**config.mk**
```make
export PLATFORM = sky130hd
export DESIGN_NAME = pnm_header_parser
export DESIGN_NICKNAME = d
export VERILOG_FILES = /design/src/hdl/pnmhp_pkg.sv /design/src/hdl/pnm_header_parser.sv
export SDC_FILE = /design/constraint.sdc
export NUM_CORES = 2
export LEC_CHECK = 0
export ABC_CLOCK_PERIOD_IN_PS = 17100
export BUFFER_PORTS_ARGS = -buffer_cell sky130_fd_sc_hd__clkbuf_2
export CORE_UTILIZATION = 35
export CTS_CLUSTER_DIAMETER = 60
export DETAILED_ROUTE_END_ITERATION = 16
export SYNTH_ARGS = -nofsm -noshare
export SYNTH_HDL_FRONTEND = slang
export SYNTH_SLANG_ARGS = --single-unit
export TNS_END_PERCENT = 5
```
**constraint.sdc**
```tcl
create_clock -name clk_i -period 17.1 [get_ports clk_i]
set_input_delay 1.71 -clock clk_i [delete_from_list [all_inputs] [get_ports clk_i]]
set_output_delay 1.71 -clock clk_i [all_outputs]
set_load 0.02 [all_outputs]
```
**src/hdl/pnmhp_pkg.sv**
```systemverilog
// Package for the binary PGM/PPM header parser.
// Holds parse phase and event codes plus the character constants; no dependencies.
package pnmhp_pkg;

  typedef enum logic [1:0] {
    PH_SKIP    = 2'd0,
    PH_TOKEN   = 2'd1,
    PH_PAYLOAD = 2'd2,
    PH_DONE    = 2'd3
  } phase_e;

  typedef enum logic [1:0] {
    EV_HEADER      = 2'd0,
    EV_PIXEL       = 2'd1,
    EV_UNSUPPORTED = 2'd2,
    EV_TRUNCATED   = 2'd3
  } event_e;

  localparam logic [7:0]  CharHash    = 8'h23;
  localparam logic [7:0]  CharNewline = 8'h0A;
  localparam logic [7:0]  CharSpace   = 8'h20;
  localparam logic [7:0]  CharTab     = 8'h09;
  localparam logic [7:0]  CharCr      = 8'h0D;
  localparam logic [31:0] CharZero    = 32'h0000_0030;
  localparam logic [15:0] MagicP5     = 16'h5035;
  localparam logic [15:0] MagicP6     = 16'h5036;
  localparam logic [31:0] MaxvalByte  = 32'd255;

  localparam logic [1:0]  TokMagic  = 2'd0;
  localparam logic [1:0]  TokWidth  = 2'd1;
  localparam logic [1:0]  TokHeight = 2'd2;
  localparam logic [1:0]  TokMaxval = 2'd3;

  function automatic logic is_ws(input logic [7:0] c);
    is_ws = (c == CharSpace) || ((c >= CharTab) && (c <= CharCr));
  endfunction

endpackage

```
**src/hdl/pnm_header_parser.sv**
```systemverilog
// Each result is registered: it appears in the cycle after the item that causes it is accepted.
// Throughput: one item per cycle; the input is taken whenever the result register is
// empty or being read in the same cycle.
// The pixel count is formed by one registered 32x32 multiply that runs every cycle.
// Reset (rst_ni low, asynchronous) returns the parser to token search with no result held.
// Depends on pnmhp_pkg.
module pnm_header_parser
  import pnmhp_pkg::*;
(
  input  logic        clk_i,
  input  logic        rst_ni,
  input  logic        in_valid_i,
  output logic        in_ready_o,
  input  logic        kind_i,
  input  logic [7:0]  byte_value_i,
  output logic        out_valid_o,
  input  logic        out_ready_i,
  output logic [1:0]  event_res_o,
  output logic [7:0]  pixel_byte_o,
  output logic        last_byte_o,
  output logic [31:0] image_width_o,
  output logic [31:0] image_height_o,
  output logic        is_color_o
);

  phase_e      phase_q, phase_d;
  logic [1:0]  tok_q, tok_d;
  logic        cmt_q, cmt_d;
  logic [15:0] magic_q, magic_d;
  logic [1:0]  mlen_q, mlen_d;
  logic [31:0] acc_q, acc_d;
  logic [31:0] width_q, width_d;
  logic [31:0] height_q, height_d;
  logic [33:0] left_q, left_d;
  logic [31:0] pix_q;

  logic        ov_q;
  logic [1:0]  ev_q;
  logic [7:0]  pb_q;
  logic        lb_q;
  logic [31:0] ow_q, oh_q;
  logic        oc_q;

  logic        accept;
  logic        res_valid;
  logic [1:0]  res_ev;
  logic [7:0]  res_pb;
  logic        res_lb;
  logic [31:0] res_w, res_h;
  logic        res_c;

  logic [31:0] acc_base;
  logic [31:0] acc_step;
  logic        p5, p6;

  assign in_ready_o = !ov_q || out_ready_i;
  assign accept     = in_valid_i && in_ready_o;

  // Accumulator update: acc*10 + (byte - '0'), with acc read as zero in token search, wrapping at 32 bits.
  assign acc_base = (phase_q == PH_SKIP) ? 32'd0 : acc_q;
  assign acc_step = (acc_base << 3) + (acc_base << 1) + {24'd0, byte_value_i} - CharZero;

  assign p5 = (magic_q == MagicP5);
  assign p6 = (magic_q == MagicP6);

  always_comb begin
    phase_d   = phase_q;
    tok_d     = tok_q;
    cmt_d     = cmt_q;
    magic_d   = magic_q;
    mlen_d    = mlen_q;
    acc_d     = acc_q;
    width_d   = width_q;
    height_d  = height_q;
    left_d    = left_q;
    res_valid = 1'b0;
    res_ev    = EV_HEADER;
    res_pb    = 8'd0;
    res_lb    = 1'b0;
    res_w     = 32'd0;
    res_h     = 32'd0;
    res_c     = 1'b0;

    if (kind_i) begin
      if (phase_q != PH_DONE) begin
        res_valid = 1'b1;
        res_ev    = EV_TRUNCATED;
      end
      phase_d  = PH_SKIP;
      tok_d    = TokMagic;
      cmt_d    = 1'b0;
      magic_d  = 16'd0;
      mlen_d   = 2'd0;
      acc_d    = 32'd0;
      width_d  = 32'd0;
      height_d = 32'd0;
      left_d   = 34'd0;
    end else begin
      case (phase_q)
        PH_SKIP, PH_TOKEN: begin
          if (phase_q == PH_SKIP && cmt_q) begin
            if (byte_value_i == CharNewline) begin
              cmt_d = 1'b0;
            end
          end else if (phase_q == PH_SKIP && byte_value_i == CharHash) begin
            cmt_d = 1'b1;
          end else if (is_ws(byte_value_i)) begin
            // Whitespace ends a token; in token search it is simply skipped.
            if (phase_q == PH_TOKEN) begin
              phase_d = PH_SKIP;
              tok_d   = tok_q + 2'd1;
              case (tok_q)
                TokWidth:  width_d  = acc_q;
                TokHeight: height_d = acc_q;
                TokMaxval: begin
                  res_valid = 1'b1;
                  phase_d   = PH_DONE;
                  if (mlen_q == 2'd2 && (p5 || p6) && acc_q == MaxvalByte) begin
                    res_ev = EV_HEADER;
                    res_w  = width_q;
                    res_h  = height_q;
                    res_c  = p6;
                    left_d = p6 ? ({2'd0, pix_q} + {1'b0, pix_q, 1'b0}) : {2'd0, pix_q};
                    if (pix_q != 32'd0) begin
                      phase_d = PH_PAYLOAD;
                    end
                  end else begin
                    res_ev = EV_UNSUPPORTED;
                  end
                end
                default: ;
              endcase
            end
          end else begin
            phase_d = PH_TOKEN;
            if (tok_q == TokMagic) begin
              if (mlen_q < 2'd2) begin
                magic_d = {magic_q[7:0], byte_value_i};
              end
              if (mlen_q != 2'd3) begin
                mlen_d = mlen_q + 2'd1;
              end
            end else begin
              acc_d = acc_step;
            end
          end
        end
        PH_PAYLOAD: begin
          res_valid = 1'b1;
          res_ev    = EV_PIXEL;
          res_pb    = byte_value_i;
          res_lb    = (left_q == 34'd1);
          left_d    = left_q - 34'd1;
          if (left_q == 34'd1) begin
            phase_d = PH_DONE;
          end
        end
        default: ;
      endcase
    end
  end

  always_ff @(posedge clk_i or negedge rst_ni) begin
    if (!rst_ni) begin
      phase_q  <= PH_SKIP;
      tok_q    <= TokMagic;
      cmt_q    <= 1'b0;
      magic_q  <= 16'd0;
      mlen_q   <= 2'd0;
      acc_q    <= 32'd0;
      width_q  <= 32'd0;
      height_q <= 32'd0;
      left_q   <= 34'd0;
      ov_q     <= 1'b0;
    end else begin
      if (accept) begin
        phase_q  <= phase_d;
        tok_q    <= tok_d;
        cmt_q    <= cmt_d;
        magic_q  <= magic_d;
        mlen_q   <= mlen_d;
        acc_q    <= acc_d;
        width_q  <= width_d;
        height_q <= height_d;
        left_q   <= left_d;
      end
      if (accept && res_valid) begin
        ov_q <= 1'b1;
      end else if (out_ready_i) begin
        ov_q <= 1'b0;
      end
    end
  end

  // The registered pixel count settles before maxval can end, since
  // maxval needs a digit and a whitespace item after the height is stored.
  always_ff @(posedge clk_i) begin
    pix_q <= width_q * height_q;
    if (accept && res_valid) begin
      ev_q <= res_ev;
      pb_q <= res_pb;
      lb_q <= res_lb;
      ow_q <= res_w;
      oh_q <= res_h;
      oc_q <= res_c;
    end
  end

  assign out_valid_o    = ov_q;
  assign event_res_o    = ev_q;
  assign pixel_byte_o   = pb_q;
  assign last_byte_o    = lb_q;
  assign image_width_o  = ow_q;
  assign image_height_o = oh_q;
  assign is_color_o     = oc_q;

endmodule

```
==> key figures <==
Run
  • Max_cap viols: 0

CTS
  • Clk sinks: 262
  • Clock buffer depth: 3
  • CTS tree: yes
  • Setup Fix Bufs, Post-CTS: 0
  • Clk_lat worst skew: 570 ps
  • Clock transition at path regs: roughly 60 ps
  • Total CTS buffers: 36
  • Clock root cell: clkbuf_16
  • H-tree levels: 2
  • CTS Hold Bufs: 0
  • Cts repair resizes: 0

Synthesis
  • Avg Synthesized Cell Area: 9.15 sq um
  • Post-synth EDFFs: 76
  • Mapped cell area: 30600 sq um
  • Syn Inst Count: between 3k and 4k
  • Synth Register Bits: around 260
  • Sequential share of the synthesized area: 0.222
  • Distinct cells, synth: 73
  • Most used DFF post-synth: dfrtp_1
  • YS warnings: 0
  • Post-synthesis async set-or-reset flop share: 0.588
  • Mapped Nets: 4032

Floorplanning
  • Starting Density: 0.353
  • Placeable core area: between 80000 and 90000 sq um
  • Die width: just under 300 um
  • Io pins: just over 90
  • Die ar.: 88600 sq um
  • DIE HEIGHT: between 200 and 300 um
  • Rows: 108

Worst setup path
  • Crit path kind: flip-flop to flip-flop
  • CP bufs+invs: 4
  • Worst Setup End Kind: flip-flop
  • Arr. time, crit path: between 8000 and 9000 ps
  • CP Launch Type: flip-flop
  • Cell family with most CP delay: adder cells
  • CP max FO: 31
  • CP max stage delay: 1000 ps
  • Critical Path RT: approximately 18000 ps
  • CP max stage cell: dfrtp_1
  • Cells along the critical path: and2_1 > fa_1 > inv_1 > fa_1 > fa_1 > fa_1 > inv_1 > fa_1 > inv_1 > fa_1 > inv_1 > fa_1 > fa_1 > ha_1 > o21a_1 > o21ai_0 > a32o_1 > a31oi_1 > and4_1 > o31ai_1 > o2111ai_1 > a21oi_1 > xnor2_1
  • Most frequent CP cell: fa_1

Timing
  • Hold WS: 469 ps
  • Final Hold Fails: 0
  • Relative slew slack: 0.263
  • Final period util: 0.451
  • Highest clock rate: about 130 MHz
  • Final setup fails: 0
  • Fin. max-slew vios: 0
  • Worst slew pin tran: ~1100 ps
  • Layout Skew: between 20 and 30 ps
  • Final setup TNS: 0 ps
  • Fin crit period: between 7000 and 8000 ps
  • Unrepaired setup endpoints after global routing: false

Final layout
  • Fraction of layout cells with a size suffix above 1: 0.0637
  • Register area: a little under 7000 sq um
  • Area Growth Syn to Fin: 9.20%
  • Fill cells: ~8.6k
  • Final Net Count: between 4k and 5k
  • Most frequent cells in the layout: inv_1, nand2_1, fa_1
  • Most common cell after layout, fill and taps aside: inv_1
  • Area of the multi-input gates: around 21000 sq um

Global route
  • Total gr overflow: 0
  • Number of global-route vias before repair: between 20k and 25k
  • Initial antenna violation count: 1
  • Largest net degree at the start of global routing: 65
  • GR Util All Layers: 0.189
  • First-pass GRT wire length: 131000 um

Place
  • PortBufs: 90
  • GPL Wtd Cong: 0.865
  • Post-DP HPWL: roughly 63000 um

Power and ir drop
  • Peak supply drop: around 0.061 mV
  • Power Density: 107 nW/um^2
  • Leak pwr: approximately 16 nW

Detailed routing
  • Via density: roughly 5
  • Drt total wl: a little over 80000 um
  • Routed wire length per instance: between 15 and 20 um
  • ANT nets after route: 0
  • Drc violations: 0
  • Detailed-route via count: about 23k
  • Drt first pass iters: 7
  • DRT iter0 DRCs: between 1k and 1.5k

Min path
  • Hold WC Path Type: flip-flop to flip-flop

Run status
  • Outcome: completed
-- sequential cells by signal, summed over array words and instances, names as in the netlist, 16 cells and up --
| register | cells |
|---|---|
| magic_q | 16 |
| image_height_o | 32 |
| left_q | 34 |
| acc_q | 32 |
| height_q | 32 |
| image_width_o | 32 |
| pix_q | 32 |
| width_q | 32 |
-- report_power, final --
group	leakage (nW)	switching, mW	internal (mW)
combinational	12.4	1.07	0.727
clock	0.565	0.310	0.447
sequential	3.08	0.249	0.755
-- Yosys cell counts (45+ instances only) --
library cell / count / area, sq um
a21o_1: 45 / 338
a21oi_1: 115 / 576
and2_1: 355 / 2220
clkbuf_1: 156 / 586
dfrtp_1: 154 / 3850
edfxtp_1: 76 / 2280
fa_1: 415 / 8310
ha_1: 261 / 3270
inv_1: 514 / 1930
nand2_1: 493 / 1850
nor2_1: 66 / 248
o21ai_0: 177 / 886
xnor2_1: 97 / 850
-- cell families (layout without fill, tap and decap cells) --
family | after synthesis | count (layout) | share of synthesized area
AOI/OAI and AO/OA | 480 | 480 | 0.0966
buffers and inverters | 677 | 707 | 0.0834
DFF | 262 | 262 | 0.222
adders and majority gates | 676 | 676 | 0.378
and+or+nand+nor | 1108 | 1108 | 0.180
xor gates and xnor gates | 140 | 140 | 0.0401
other | 0 | 1 | 0
-- worst reg2reg max path, stage by stage, from the launching register on --
cell and delay (ps):
dfrtp_1 1000, and2_1 270, fa_1 410, inv_1 80, fa_1 430, fa_1 500
fa_1 550, inv_1 50, fa_1 500, inv_1 50, fa_1 540, inv_1 60
fa_1 500, fa_1 420, ha_1 360, o21a_1 130, o21ai_0 270, a32o_1 220
a31oi_1 50, and4_1 250, o31ai_1 480, o2111ai_1 190, a21oi_1 210, xnor2_1 80
-- metrics by stage --
step	setup slack, ps	cell area (sq um)	cells	util	power [mW]
after floorplan	7950	30600	3343	-	2.23
after global placement	9460	32200	4463	0.372	2.79
after detailed placement	9430	32200	4463	0.372	2.81
after CTS	9400	33400	4528	0.386	3.59
after global routing	8980	33400	4528	0.386	3.85
final	9380	33400	4529	0.386	3.56
-- path summary, 6_finish.rpt --
kind	start	to	slack [ps]	cells past startpoint
min	magic_q[14]$_DFFE_PN0P_	magic_q[14]$_DFFE_PN0P_	470	2
min reg2reg	magic_q[14]$_DFFE_PN0P_	magic_q[14]$_DFFE_PN0P_	470	2
max	height_q[3]$_DFFE_PN0P_	pix_q[31]$_DFF_P_	9380	23
max in group asynchronous	rst_ni	width_q[27]$_DFFE_PN0P_	14210	3
max reg2reg	height_q[3]$_DFFE_PN0P_	pix_q[31]$_DFF_P_	9380	23
min in group asynchronous	rst_ni	out_valid_o$_DFFE_PN0P_	1080	1
-- layout make-up --
class                      count  share of cell area
clock buffer                  49              0.0300
clock inverter                16             0.00577
multi-input combinational   2404               0.638
antenna                        1           0.0000749
inverter                     514              0.0578
timing repair buffer         128              0.0222
sequential                   262               0.203
tap                         1155              0.0433
-- per-layer routing --
metal,global-route usage,vias to the layer above,share of wire
met1,0.252,11400,0.43
met3,0.0252,118,0.052
met2,0.318,549,0.48
met5,0,-,0
li1,-,10600,-
met4,0.0596,0,0.032
(Power assumes the default switching activity.)
